--- config.mk ---
export PLATFORM = sky130hd
export DESIGN_NAME = pns_queue
export DESIGN_NICKNAME = d
export VERILOG_FILES = /design/src/rtl/pns_pkg.sv /design/src/rtl/pns_queue.sv
export SDC_FILE = /design/constraint.sdc
export NUM_CORES = 1
export LEC_CHECK = 0
export CAP_MARGIN = 20
export CELL_PAD_IN_SITES_DETAIL_PLACEMENT = 1
export CELL_PAD_IN_SITES_GLOBAL_PLACEMENT = 1
export CORE_MARGIN = 2
export CORE_UTILIZATION = 25
export DETAILED_ROUTE_END_ITERATION = 10
export DONT_BUFFER_PORTS = 1
export GPL_TIMING_DRIVEN = 0
export HOLD_SLACK_MARGIN = 0.03
export PLACE_DENSITY_LB_ADDON = 0.1
export SLEW_MARGIN = 15
export SYNTH_ARGS = -nofsm -noshare
export SYNTH_HDL_FRONTEND = slang
export SYNTH_SLANG_ARGS = --single-unit
--- constraint.sdc ---
create_clock -name clk -period 3.4 [get_ports clk]
set_clock_uncertainty 0.1 [all_clocks]
set_input_delay 0.34 -clock clk [delete_from_list [all_inputs] [get_ports clk]]
set_output_delay 0.34 -clock clk [all_outputs]
set_load 0.005 [all_outputs]
--- src/rtl/pns_pkg.sv ---
// Shared types, codes and constants for the 2-D gradient noise octave-sum core.
package pns_pkg;

    localparam int TABLE_DEPTH_DEF = 256;
    localparam int FRAC_BITS_DEF   = 16;
    localparam int QUEUE_DEPTH     = 4;

    localparam logic OP_LOAD = 1'b0;
    localparam logic OP_EVAL = 1'b1;

    localparam logic CFG_SCALE  = 1'b0;
    localparam logic CFG_OCTAVE = 1'b1;

    localparam logic [15:0] SCALE_RESET  = 16'd3277;
    localparam logic [3:0]  OCTAVE_RESET = 4'd4;

    localparam logic [31:0] GRAD_X_FLAGS = 32'h4655_2222;
    localparam logic [31:0] GRAD_Y_FLAGS = 32'h2222_550A;

    localparam logic signed [25:0] OUT_MAX = 26'sh1FF_FFFF;
    localparam logic signed [25:0] OUT_MIN = -26'sh200_0000;

    // One queued word: scaled positions are Q8.16, only the low 24 bits matter
    typedef struct packed {
        logic        op;
        logic [7:0]  idx;
        logic [7:0]  val;
        logic [23:0] px;
        logic [23:0] py;
    } pns_item_t;

endpackage

--- src/rtl/pns_queue.sv ---
// Short FIFO between front and back ends.
module pns_queue
(
    input  logic               clk,
    input  logic               rst_n,
    input  logic               push,
    input  pns_pkg::pns_item_t push_item,
    input  logic               pop,
    output logic               head_valid,
    output pns_pkg::pns_item_t head_item,
    output logic [2:0]         count
);
    pns_pkg::pns_item_t entry_reg [pns_pkg::QUEUE_DEPTH];
    logic [1:0] wr_ptr_reg;
    logic [1:0] rd_ptr_reg;
    logic [2:0] count_reg;

    always_ff @(posedge clk or negedge rst_n)
    begin
        if (!rst_n)
        begin
            wr_ptr_reg <= '0;
            rd_ptr_reg <= '0;
            count_reg  <= '0;
        end
        else
        begin
            if (push)
                wr_ptr_reg <= wr_ptr_reg + 2'd1;
            if (pop)
                rd_ptr_reg <= rd_ptr_reg + 2'd1;
            count_reg <= count_reg + {2'b0, push} - {2'b0, pop};
        end
    end

    always_ff @(posedge clk)
    begin
        if (push)
            entry_reg[wr_ptr_reg] <= push_item;
    end

    assign head_valid = count_reg != 3'd0;
    assign head_item  = entry_reg[rd_ptr_reg];
    assign count      = count_reg;
endmodule

==> impl_metrics.env <==
export IMPL_overflow=0
export IMPL_arrival_ns=2.03
export IMPL_core_area_um2=38600
export IMPL_clock_latency_ns=0.54
export IMPL_drt_wirelength_per_cell_um=20.5
export IMPL_finalHoldViolCount=0
export IMPL_irDropWorstVdd_v=0.000416
export IMPL_largest_register_ffs=260
export IMPL_placed_cells_incl_taps=895
export IMPL_nFillCells=3791
export IMPL_synthesis_area_um2=9800
export IMPL_ant_nets=0
export IMPL_final_util_pct=31.4
export IMPL_die_w_um=202
export IMPL_yosys_top_cells_area="edfxtp_1, mux4_2, dfrtp_1"
export IMPL_crit_path_end_kind="output port"
export IMPL_cp_start_kind="flop"
export IMPL_hold_class="primary input to flop"
export IMPL_finalSetupViolations=0
export IMPL_syn_avg_cell_area_um2=26.3
export IMPL_dpl_hpwl_um=12500
export IMPL_clk_pin_slew_ns=0.06
export IMPL_worstSetupPathType="flop to output port"
export IMPL_leakagePower_nw=3.85
export IMPL_ctsHtreeMaxLevel=1
export IMPL_ys_flop_type="edfxtp_1"
export IMPL_max_slew_margin_pct=48.5
export IMPL_rsz0062_at_grt="false"
export IMPL_worst_pin_slew_ns=0.773
export IMPL_slew_violations=0
export IMPL_cts_tree="done"
export IMPL_rr_startpoint="wr_ptr_reg[0]$_DFFE_PN0P_"
export IMPL_first_pass_iters=4
export IMPL_dieHeight_um=202
export IMPL_ys_types=17
export IMPL_synthCells=373
export IMPL_row_count=72
export IMPL_dpl_instance_area_um2=10600
export IMPL_gp_congestion=0.651
export IMPL_min_from="pop"
export IMPL_multi_input_area_um2=1660
export IMPL_antenna_found_initial=1
export IMPL_min_period_ns=2.47
export IMPL_setup_tns_ns=0
export IMPL_drv_cap=0
export IMPL_routed_wl_um=20900
export IMPL_fin_area_um2=12100
export IMPL_io_buffers=0
export IMPL_ys_top_cells_by_count="edfxtp_1, mux4_2, dfrtp_1"
export IMPL_synth_top_area_share_pct=79.7
export IMPL_synth_seq_cells=267
export IMPL_seqCellArea_um2=7980
export IMPL_syn_nets=449
export IMPL_worst_slack_ns=0.931
export IMPL_r2r_end="entry_reg[2][39]$_DFFE_PP_"
export IMPL_yosysSeqAreaShare_pct=81.5
export IMPL_yosys_warnings=0
export IMPL_fin_crit_sh_pct=72.6
export IMPL_io_pins=138
export IMPL_numCtsBuffers=30
export IMPL_critPathMaxFanout=10
export IMPL_cp_required_ns=2.96
export IMPL_layout_nets=554
export IMPL_powerDensity_nw_per_um2=816
export IMPL_cts_sinks=267
export IMPL_grt_max_degree=35
export IMPL_grt_pass1_wl_um=31800
export IMPL_status="completed"
export IMPL_viasPerCell=4.12
export IMPL_grtUsageTotal_pct=10.5
export IMPL_yosysTopAreaCell="edfxtp_1"
export IMPL_root_buffer="clkbuf_16"
export IMPL_die_area_um2=40800
export IMPL_grt_pass1_vias=4863
export IMPL_hold_end="count[0]$_DFF_PN0_"
export IMPL_start_util_pct=25.4
export IMPL_drcViolationCount=0
export IMPL_async_flop_share_pct=2.62
export IMPL_final_cells=1019
export IMPL_pre_cts_ws_ns=1.35
export IMPL_drtIter0Drc=154
export IMPL_synth_most_common_cell="edfxtp_1"
export IMPL_whs_path_depth=3
export IMPL_num_vias=4195
export IMPL_ctsLongestPathBuffers=3
export IMPL_synth_edf_count=260
export IMPL_areaGrowthSynthToFinish_pct=23.8
export IMPL_fmax_mhz=405
export IMPL_drive_gt1_share_pct=24.6
export IMPL_r2r_setup_slack_ns=1.42
export IMPL_reg2reg_depth=4
[layer usage]
metal  global-route usage [%]  vias to the layer above  part of all wire [%]
met1                     12.4                     2235                    40
met2                     18.4                      108                    51
li1                         -                     1813                     -
met3                     3.42                       39                   6.6
met5                        0                        -                     0
met4                     2.94                        0                   2.7
[layout make-up]
cell class | instances | area share [%]
flip-flops and latches | 267 | 65.8
multi-input cells | 85 | 13.7
clock buffers | 40 | 6.67
repair buffers | 73 | 6.60
well taps | 518 | 5.34
plain buffers | 15 | 1.21
clock inverters | 14 | 0.495
inverters | 6 | 0.186
diodes | 1 | 0.0206
[critical path, cell delays in order, from the launching register on]
cell and delay (ns):
dfrtp_1 0.35, buf_2 0.34, buf_2 0.37, mux4_2 0.42
[report_power, final]
part / total [W] / leakage [nW] / switching (W) / internal, W
logic: 0.00258 / 0.953 / 0.00142 / 0.00116
registers: 0.00445 / 2.47 / 0.000141 / 0.00431
clock network: 0.00287 / 0.429 / 0.00122 / 0.00165
[placed cells by master (no fill, tap or decap), drive strengths merged]
cell / n
edfxtp: 260
dlygate4sd3: 69
mux4: 65
clkbuf: 42
buf: 17
clkinv: 14
dfrtp: 7
inv: 6
ha: 6
and2: 4
xor2: 3
xnor2: 2
nand2: 2
diode: 1
or3: 1
o21ai: 1
fa: 1
[repair_timing]
item | 4_1_cts | 5_1_grt
hold buffers | 69 | 0
buffers inserted | 0 | 0
endpoints found under the hold margin | 273 | 0
gates resized for setup | 0 | 0
[through the flow]
stage | hold WS, ns | power, W
floorplan | -0.0556 | 0.00628
global placement | -0.0553 | 0.00710
detailed placement | -0.0554 | 0.00717
CTS | 0.0530 | 0.0102
global route | 0.0891 | 0.0105
finish | 0.0957 | 0.00990
[worst max-delay path by stage]
stage                                   start                          to  depth (start not counted)
finish              rd_ptr_reg[1]$_DFFE_PN0P_               head_item[23]                          3
CTS                 rd_ptr_reg[1]$_DFFE_PN0P_               head_item[23]                          3
global placement    wr_ptr_reg[0]$_DFFE_PN0P_  entry_reg[0][30]$_DFFE_PP_                          3
global route        rd_ptr_reg[1]$_DFFE_PN0P_               head_item[23]                          3
floorplan           wr_ptr_reg[0]$_DFFE_PN0P_   entry_reg[0][0]$_DFFE_PP_                          3
detailed placement  wr_ptr_reg[0]$_DFFE_PN0P_  entry_reg[0][32]$_DFFE_PP_                          4
[logic make-up (layout without fill, tap and decap cells)]
| group | count (synthesis) | count (layout) | share of synthesized area [%] |
|---|---|---|---|
| compound gates | 1 | 1 | 0.0510 |
| other cells | 0 | 1 | 0 |
| fa+ha+maj | 7 | 7 | 0.970 |
| xor+xnor | 5 | 5 | 0.447 |
| simple gates | 7 | 7 | 0.396 |
| flops | 267 | 267 | 81.5 |
| buf+inv | 21 | 148 | 1.72 |
| mux | 65 | 65 | 14.9 |
Note: power is estimated with default switching activity, not from simulation.
