===== src/rtl/pns_pkg.sv =====
// Shared types, codes and constants for the 2-D gradient noise octave-sum core.
package pns_pkg;

    localparam int TABLE_DEPTH_DEF = 256;
    localparam int FRAC_BITS_DEF   = 16;
    localparam int QUEUE_DEPTH     = 4;

    localparam logic OP_LOAD = 1'b0;
    localparam logic OP_EVAL = 1'b1;

    localparam logic CFG_SCALE  = 1'b0;
    localparam logic CFG_OCTAVE = 1'b1;

    localparam logic [15:0] SCALE_RESET  = 16'd3277;
    localparam logic [3:0]  OCTAVE_RESET = 4'd4;

    localparam logic [31:0] GRAD_X_FLAGS = 32'h4655_2222;
    localparam logic [31:0] GRAD_Y_FLAGS = 32'h2222_550A;

    localparam logic signed [25:0] OUT_MAX = 26'sh1FF_FFFF;
    localparam logic signed [25:0] OUT_MIN = -26'sh200_0000;

    // One queued word: scaled positions are Q8.16, only the low 24 bits matter
    typedef struct packed {
        logic        op;
        logic [7:0]  idx;
        logic [7:0]  val;
        logic [23:0] px;
        logic [23:0] py;
    } pns_item_t;

endpackage


===== src/rtl/pns_front.sv =====
// Front end: takes input words, scales coordinates, pushes into the queue.
module pns_front
(
    input  logic              clk,
    input  logic              rst_n,
    input  logic              in_valid,
    output logic              in_ready,
    input  logic              in_op,
    input  logic [47:0]       in_data,
    input  logic [15:0]       scale_recip,
    input  logic [2:0]        q_count,
    output logic              push,
    output pns_pkg::pns_item_t push_item
);
    logic               f_valid_reg;
    pns_pkg::pns_item_t f_item_reg;
    logic signed [32:0] prod_x;
    logic signed [32:0] prod_y;
    logic               accept;

    // room for the word already held plus a new one
    assign in_ready = ({1'b0, q_count} + {3'b0, f_valid_reg})
                      < 4'(pns_pkg::QUEUE_DEPTH);
    assign accept   = in_valid && in_ready;

    assign prod_x = $signed(in_data[31:16]) * $signed({1'b0, scale_recip});
    assign prod_y = $signed(in_data[47:32]) * $signed({1'b0, scale_recip});

    always_ff @(posedge clk or negedge rst_n)
    begin
        if (!rst_n)
            f_valid_reg <= 1'b0;
        else
            f_valid_reg <= accept;
    end

    always_ff @(posedge clk)
    begin
        if (accept)
        begin
            f_item_reg.op  <= in_op;
            f_item_reg.idx <= in_data[7:0];
            f_item_reg.val <= in_data[15:8];
            f_item_reg.px  <= prod_x[23:0];
            f_item_reg.py  <= prod_y[23:0];
        end
    end

    assign push      = f_valid_reg;
    assign push_item = f_item_reg;
endmodule


===== config.mk =====
export PLATFORM = sky130hd
export DESIGN_NAME = pns_front
export DESIGN_NICKNAME = d
export VERILOG_FILES = /design/src/rtl/pns_pkg.sv /design/src/rtl/pns_front.sv
export SDC_FILE = /design/constraint.sdc
export NUM_CORES = 1
export LEC_CHECK = 0
export BUFFER_PORTS_ARGS = -buffer_cell sky130_fd_sc_hd__buf_4
export CAP_MARGIN = 30
export CORE_MARGIN = 4
export CORE_UTILIZATION = 25
export DETAILED_ROUTE_END_ITERATION = 8
export PLACE_DENSITY = 0.36
export SYNTH_ARGS = -nofsm -noshare
export SYNTH_HDL_FRONTEND = slang
export SYNTH_SLANG_ARGS = --single-unit

===== constraint.sdc =====
create_clock -name clk -period 3.25 [get_ports clk]
set_input_delay 0.1625 -clock clk [delete_from_list [all_inputs] [get_ports clk]]
set_output_delay 0.1625 -clock clk [all_outputs]
set_load 0.05 [all_outputs]

==> results of run 1 <==
-- state kept, by name, indices dropped and copies added, names as in the netlist --
register / cells
push: 1
push_item: 65
-- area by class of cell --
type	count	area (um2)	area share [%]
Timing Repair Buffer	457	4232	18.32
Tap cell	864	1081	4.679
Sequential cell	66	1977	8.557
Inverter	454	1708	7.392
Clock inverter	6	57.56	0.2491
Multi-Input combinational cell	1180	13820	59.82
Clock buffer	10	229.0	0.9911
-- through the flow --
stage | setup slack, ps | utilization, % | setup TNS (ps) | instance area (um2) | hold WS [ps]
5_1_grt | -1991 | 35.14 | -50260 | 23100 | 72.92
3_3_place_gp | -2447 | 31.86 | -65400 | 20950 | -62.04
4_1_cts | -1801 | 34.48 | -44230 | 22670 | 63.82
3_5_place_dp | -2426 | 31.86 | -65330 | 20950 | -61.27
6_report | -1816 | 35.14 | -45140 | 23100 | 100.4
2_1_floorplan | -2024 | - | -46820 | 17490 | -133.1
-- layer usage --
metal | part of all wire, % | track usage, % | up-vias
li1 | - | - | 6008
met2 | 49 | 24.24 | 158
met1 | 47 | 19.44 | 6478
met3 | 2.8 | 1.619 | 33
met4 | 1.5 | 2.970 | 0
met5 | 0 | 0 | -
-- worst min-delay path by stage --
stage | start | end | slack (ps) | cells past startpoint
detailed placement | rst_n | push | -60 | 1
floorplan | rst_n | push | -130 | 0
finish | rst_n | push | 100 | 2
CTS | rst_n | push | 60 | 2
global route | rst_n | push | 70 | 2
global placement | rst_n | push | -60 | 1
-- cell families (layout without fill, tap and decap cells) --
logic type / after synthesis / after routing / share of synthesized area [%]
AOI/OAI and AO/OA: 87 / 87 / 3.854
xor gates and xnor gates: 68 / 68 / 3.597
adders and majority gates: 498 / 498 / 52.96
buffers and inverters: 526 / 927 / 11.93
DFF: 66 / 66 / 11.94
and+or+nand+nor: 527 / 527 / 15.72
-- cells in the mapped netlist (2+ instances only) --
master	instances
o21a_1	3
and2_1	210
ha_1	160
nand2b_1	12
fa_1	338
xor2_1	11
a311oi_1	2
inv_1	454
nand3_1	4
a211oi_1	5
o21ai_1	3
clkbuf_1	72
or2_2	3
a21oi_2	2
xnor2_1	57
a31oi_1	3
and3_1	3
nor3_2	2
o21bai_1	5
edfxtp_1	65
a2111oi_0	3
nor3_1	7
a21o_1	8
nand2_1	246
nor2b_1	2
a21oi_1	23
nor2_1	29
or3_1	6
o31ai_1	2
a211o_1	3
o21ai_0	11
-- timing repair --
item / CTS / global route
resized for setup: 205 / 92
endpoints found under the hold margin: 18 / 0
hold buffers: 18 / 0
pin swaps: 126 / 102
setup endpoints to repair: 36 / 37
gates cloned: 4 / 1
setup buffers: 44 / 16
==> impl_metrics.csv, run 1 <==
group,metric,value,unit
setup_path,path_max_fanout,5,
sta,rsz0062_at_grt,"yes",
sta,max_slew_margin,70.93,%
grt,grt_overflow,0,
setup_path,crit_top_cell,"fa_1",
drt,vias_per_cell,4.174,
sta,hold_viol_final,0,
drt,dr.first_iter.drc_count,298,
setup_path,worstSetupStartpointType,"input pin",
synth,ys_dominant_reg_cell,"edfxtp_1",
sta,fin_skew,6.823,ps
setup_path,cpPeakStageDelay,550,ps
placed_design,gp_congestion,0.7994,
setup_path,reg2reg_to,"push_item[14]",
sta,finalCritPeriodShare,155.9,%
synth,synth_top_area_cell,"fa_1",
setup_path,reg2reg_depth,3,
synth,async_flop_share,1.515,%
drt,drt_first_pass_iters,4,
grt,grt_pass1_wl,78.20,mm
synth,synth_area_leaders,"fa_1 41%, ha_1 12%, edfxtp_1 12%",
outcome,outcome,"finished with violations",
drt,routed_wl,48.01,mm
drt,drc,0,
setup_path,cp-end-kind,"register",
grt,grt_max_degree,67,
clock_tree,clock-sinks,66,
synth,yosys_warnings,0,
placed_design,port_buffers,137,
floorplan,core,0.06575,mm2
setup_path,crit_buf_inv,7,
sta,worst_slew_pin_slew,433.5,ps
floorplan,ioPinCount,138,
sta,fin_crit,5066,ps
placed_design,hpwl,39.74,mm
floorplan,std_cell_rows,94,
clock_tree,htreeDepth,3,
synth,synth_edf_count,65,
layout,stdcell_count,3037,
floorplan,die_x,265.3,um
drt,wl_per_cell,15.81,um
layout,n_antenna_cell,0,
setup_path,cp.required,3380,ps
setup_path,crit_type,"input pin to register",
clock_tree,cts-root-buf,"clkbuf_16",
outcome,violations,"setup timing",
clock_tree,numCtsBuffers,9,
clock_tree,cts.clk_slew.worst_paths,60,ps
setup_path,crit_end,"push_item[23]",
drt,dr_total_vias,12680,
synth,syn_nets,2341,
sta,setup_viol_count_final,36,
drt,drtAntennaViolNets,0,
setup_path,cp.arrival,5190,ps
run,drv_cap,0,
setup_path,path_cells,"buf_12 > buf_8 > and2_4 > fa_1 > inv_2 > fa_1 > fa_1 > inv_2 > fa_1 > fa_1 > inv_1 > fa_1 > inv_2 > ha_4 > o21ai_2 > nand2b_1 > and2_4 > o22ai_2 > a21oi_2 > buf_4 > a211o_1 > a21oi_2 > xnor2_1",
synth,netlist_instances,1772,
sta,maxClockFrequency,197.4,MHz
setup_path,path_depth,23,
clock_tree,clk_latency,370,ps
layout,nets,2737,
clock_tree,clock_path_buffers,2,
grt,grt_pass1_vias,14530,
synth,syn_area,0.01656,mm2
synth,ys_seq_elements,66,
grt,grt_antenna_before_repair,0,
sta,final_max_slew_viol_count,0,
min_path,hold_path_class,"input pin to async pin",
setup_path,critPathTopFamily,"adder cells",
setup_path,r2r_start,"push",
synth,synth_area_per_cell,9.343,um2
sta,layout_setup_ws,-1816,ps
layout,mostFrequentLayoutCell,"inv_1",
clock_tree,cts_tree,"done",
layout,n_fill_cell,6791,
setup_path,rrSetupSlack,1720,ps
floorplan,fp.dieH,265.3,um
synth,synth_top_area_share,40.87,%
layout,areaGrowthSynthToFinish,39.55,%
layout,final_cell_mix,"406 x inv_1, 347 x buf_4, 327 x fa_1",
synth,synth_cell_types,49,
setup_path,cp-startpoint,"in_data[37]",
floorplan,start_util,25.18,%
setup_path,cp_slowest_cell,"fa_1",
placed_design,dpl.cell_count,2949,
synth,ys_seq_area_share,11.94,%
layout,drive_above_1_share,32.26,%
floorplan,dieArea,0.07041,mm2
grt,gr-usage-all-layers,14.16,%
Power of run 1 is left out: the tool's default activity adds up to more than one toggle a clock period on the data nets, which glitch-free logic cannot reach.
==> inputs of run 2 (changes only) <==
ABC_CLOCK_PERIOD_IN_PS = 3250   (was not set)
CORE_UTILIZATION = 54   (was 25)
CTS_CLUSTER_DIAMETER = 80   (was not set)
PLACE_DENSITY = 0.69   (was 0.36)
==> run 2 against run 1 <==
- the flow still finishes with violations (setup timing)
- global-route usage increased by 11 points
- setup slack got worse by 30 ps
- routed wire length decreased by 15%
- non-clock buffer count is 26 lower
- clock-buffer cell count grew 1
- clock skew up 1.8 ps
- final cell count fell by 16%
- flip-flop and latch count is the same
- largest cell class unchanged
- highest routed layer unchanged
==> impl_metrics.csv, run 2 (synthesis results as in run 1) <==
group,metric,value,unit
outcome,outcome,"finished with violations",
setup_path,crit_type,"input pin to register",
sta,holdWs,127.6,ps
layout,nets,2711,
layout,largest_register_ffs,65,
grt,grt_max_degree,67,
sta,final_max_slew_viol_count,0,
min_path,hold_path_class,"input pin to async pin",
drt,dr.first_iter.drc_count,615,
sta,worst_slew_pin_slew,894.4,ps
clock_tree,clock_path_buffers,2,
sta,hold_viol_final,0,
grt,grt_pass1_vias,14420,
grt,grt.met3_usage,2.777,%
grt,gr-usage-all-layers,25.35,%
setup_path,cp.arrival,5210,ps
layout,seqCellArea,0.001977,mm2
drt,drtAntennaViolNets,0,
setup_path,path_cells,"buf_8 > and2_4 > fa_1 > inv_2 > fa_1 > inv_1 > fa_1 > inv_1 > fa_1 > inv_1 > fa_1 > inv_1 > fa_1 > inv_2 > ha_4 > or3_4 > a31oi_4 > nor3_4 > a311oi_2 > o31ai_1 > a21oi_1 > xnor2_1",
setup_path,crit_end,"push_item[22]",
sta,setup_viol_count_final,36,
sta,rsz0062_at_grt,"yes",
setup_path,cp-startpoint,"scale_recip[7]",
grt,grt_pass1_wl,68.44,mm
floorplan,start_util,55.27,%
layout,mostFrequentLayoutCell,"inv_1",
layout,n_fill_cell,2171,
floorplan,std_cell_rows,63,
setup_path,reg2reg_to,"push_item[15]",
layout,multi_input_area,0.01375,mm2
drt,drc,0,
setup_path,cpPeakStageDelay,570,ps
drt,wl_per_cell,16.08,um
grt,grt_overflow,0,
drt,vias_per_cell,5.081,
setup_path,r2r_start,"push",
setup_path,cp_slowest_cell,"fa_1",
setup_path,reg2reg_depth,2,
layout,final_cell_mix,"419 x inv_1, 327 x fa_1, 326 x buf_4",
run,drv_cap,0,
setup_path,path_max_fanout,3,
grt,grt_antenna_before_repair,0,
floorplan,ioPinCount,138,
clock_tree,cts_tree,"done",
setup_path,worstSetupStartpointType,"input pin",
setup_path,cp-end-kind,"register",
grt,busiest_layer,"met2",
clock_tree,cts-root-buf,"clkbuf_16",
placed_design,gp_congestion,0.8992,
clock_tree,numCtsBuffers,9,
placed_design,hpwl,32.67,mm
layout,stdcell_count,2537,
sta,layout_setup_ws,-1846,ps
drt,drt_first_pass_iters,5,
grt,met2_usage,45.16,%
layout,areaGrowthSynthToFinish,33.18,%
clock_tree,clk_latency,360,ps
sta,fin_crit,5096,ps
floorplan,fp.dieH,183.1,um
clock_tree,cts.clk_slew.worst_paths,60,ps
clock_tree,clock-sinks,66,
floorplan,dieArea,0.03352,mm2
setup_path,cp.required,3360,ps
outcome,violations,"setup timing",
drt,routed_wl,40.79,mm
floorplan,core,0.02995,mm2
layout,drive_above_1_share,30.83,%
floorplan,die_x,183.1,um
sta,finalCritPeriodShare,156.8,%
setup_path,rrSetupSlack,1470,ps
setup_path,crit_top_cell,"fa_1",
placed_design,port_buffers,137,
drt,dr_total_vias,12890,
sta,fin_skew,8.636,ps
placed_design,dpl.cell_count,2453,
layout,n_antenna_cell,0,
sta,maxClockFrequency,196.2,MHz
sta,max_slew_margin,40.37,%
grt,use_met1,33.05,%
clock_tree,htreeDepth,3,
run 2: changes by cell type in the layout (fill, tap and decap cells not counted), sizes merged:
cell,change
clkinv,-1
buf,-26
inv,+1
clkbuf,+1
clkinvlp,-1
run 2: final cells by class:
cell class / count / share of cell area [%]
clock inverters: 5 / 0.2497
clock buffers: 11 / 1.101
repair buffers: 431 / 17.40
well taps: 390 / 2.213
multi-input cells: 1180 / 62.34
flip-flops and latches: 66 / 8.966
inverters: 454 / 7.729
run 2: worst max-delay path, delay by kind of cell:
kind / cells / cell delay (ps)
adders and majority gates: 7 / 3130
AOI/OAI and AO/OA: 4 / 810
and+or+nand+nor: 3 / 620
buffers and inverters: 7 / 400
xor gates and xnor gates: 1 / 90
run 2: metrics by stage:
step | worst slack (ps) | utilization, % | setup TNS, ps | instance area, um2
3_3_place_gp | -2264 | 67.23 | -60800 | 20140
3_5_place_dp | -2356 | 67.23 | -62920 | 20140
2_1_floorplan | -2024 | - | -46820 | 17490
4_1_cts | -1820 | 72.04 | -45080 | 21580
6_report | -1846 | 73.61 | -45930 | 22050
5_1_grt | -1981 | 73.61 | -50370 | 22050
run 2: timing repair:
action	CTS	global route
pin swaps	88	62
hold endpoints to repair	18	0
gates cloned	1	1
gates resized for setup	169	88
endpoints found under the setup margin	36	36
hold buffers	18	0
setup buffers	38	15
run 2: layer usage:
layer	vias up	routed length, um
li1	5942	-
met1	6517	16280
met2	364	21200
met3	68	2332
met4	0	975
met5	-	0
run 2: how the worst min path moves through the flow:
stage               start    to  depth (start not counted)
floorplan           rst_n  push                          0
global placement    rst_n  push                          1
detailed placement  rst_n  push                          1
CTS                 rst_n  push                          2
global route        rst_n  push                          2
finish              rst_n  push                          2
Power of run 2 is left out for the same reason.
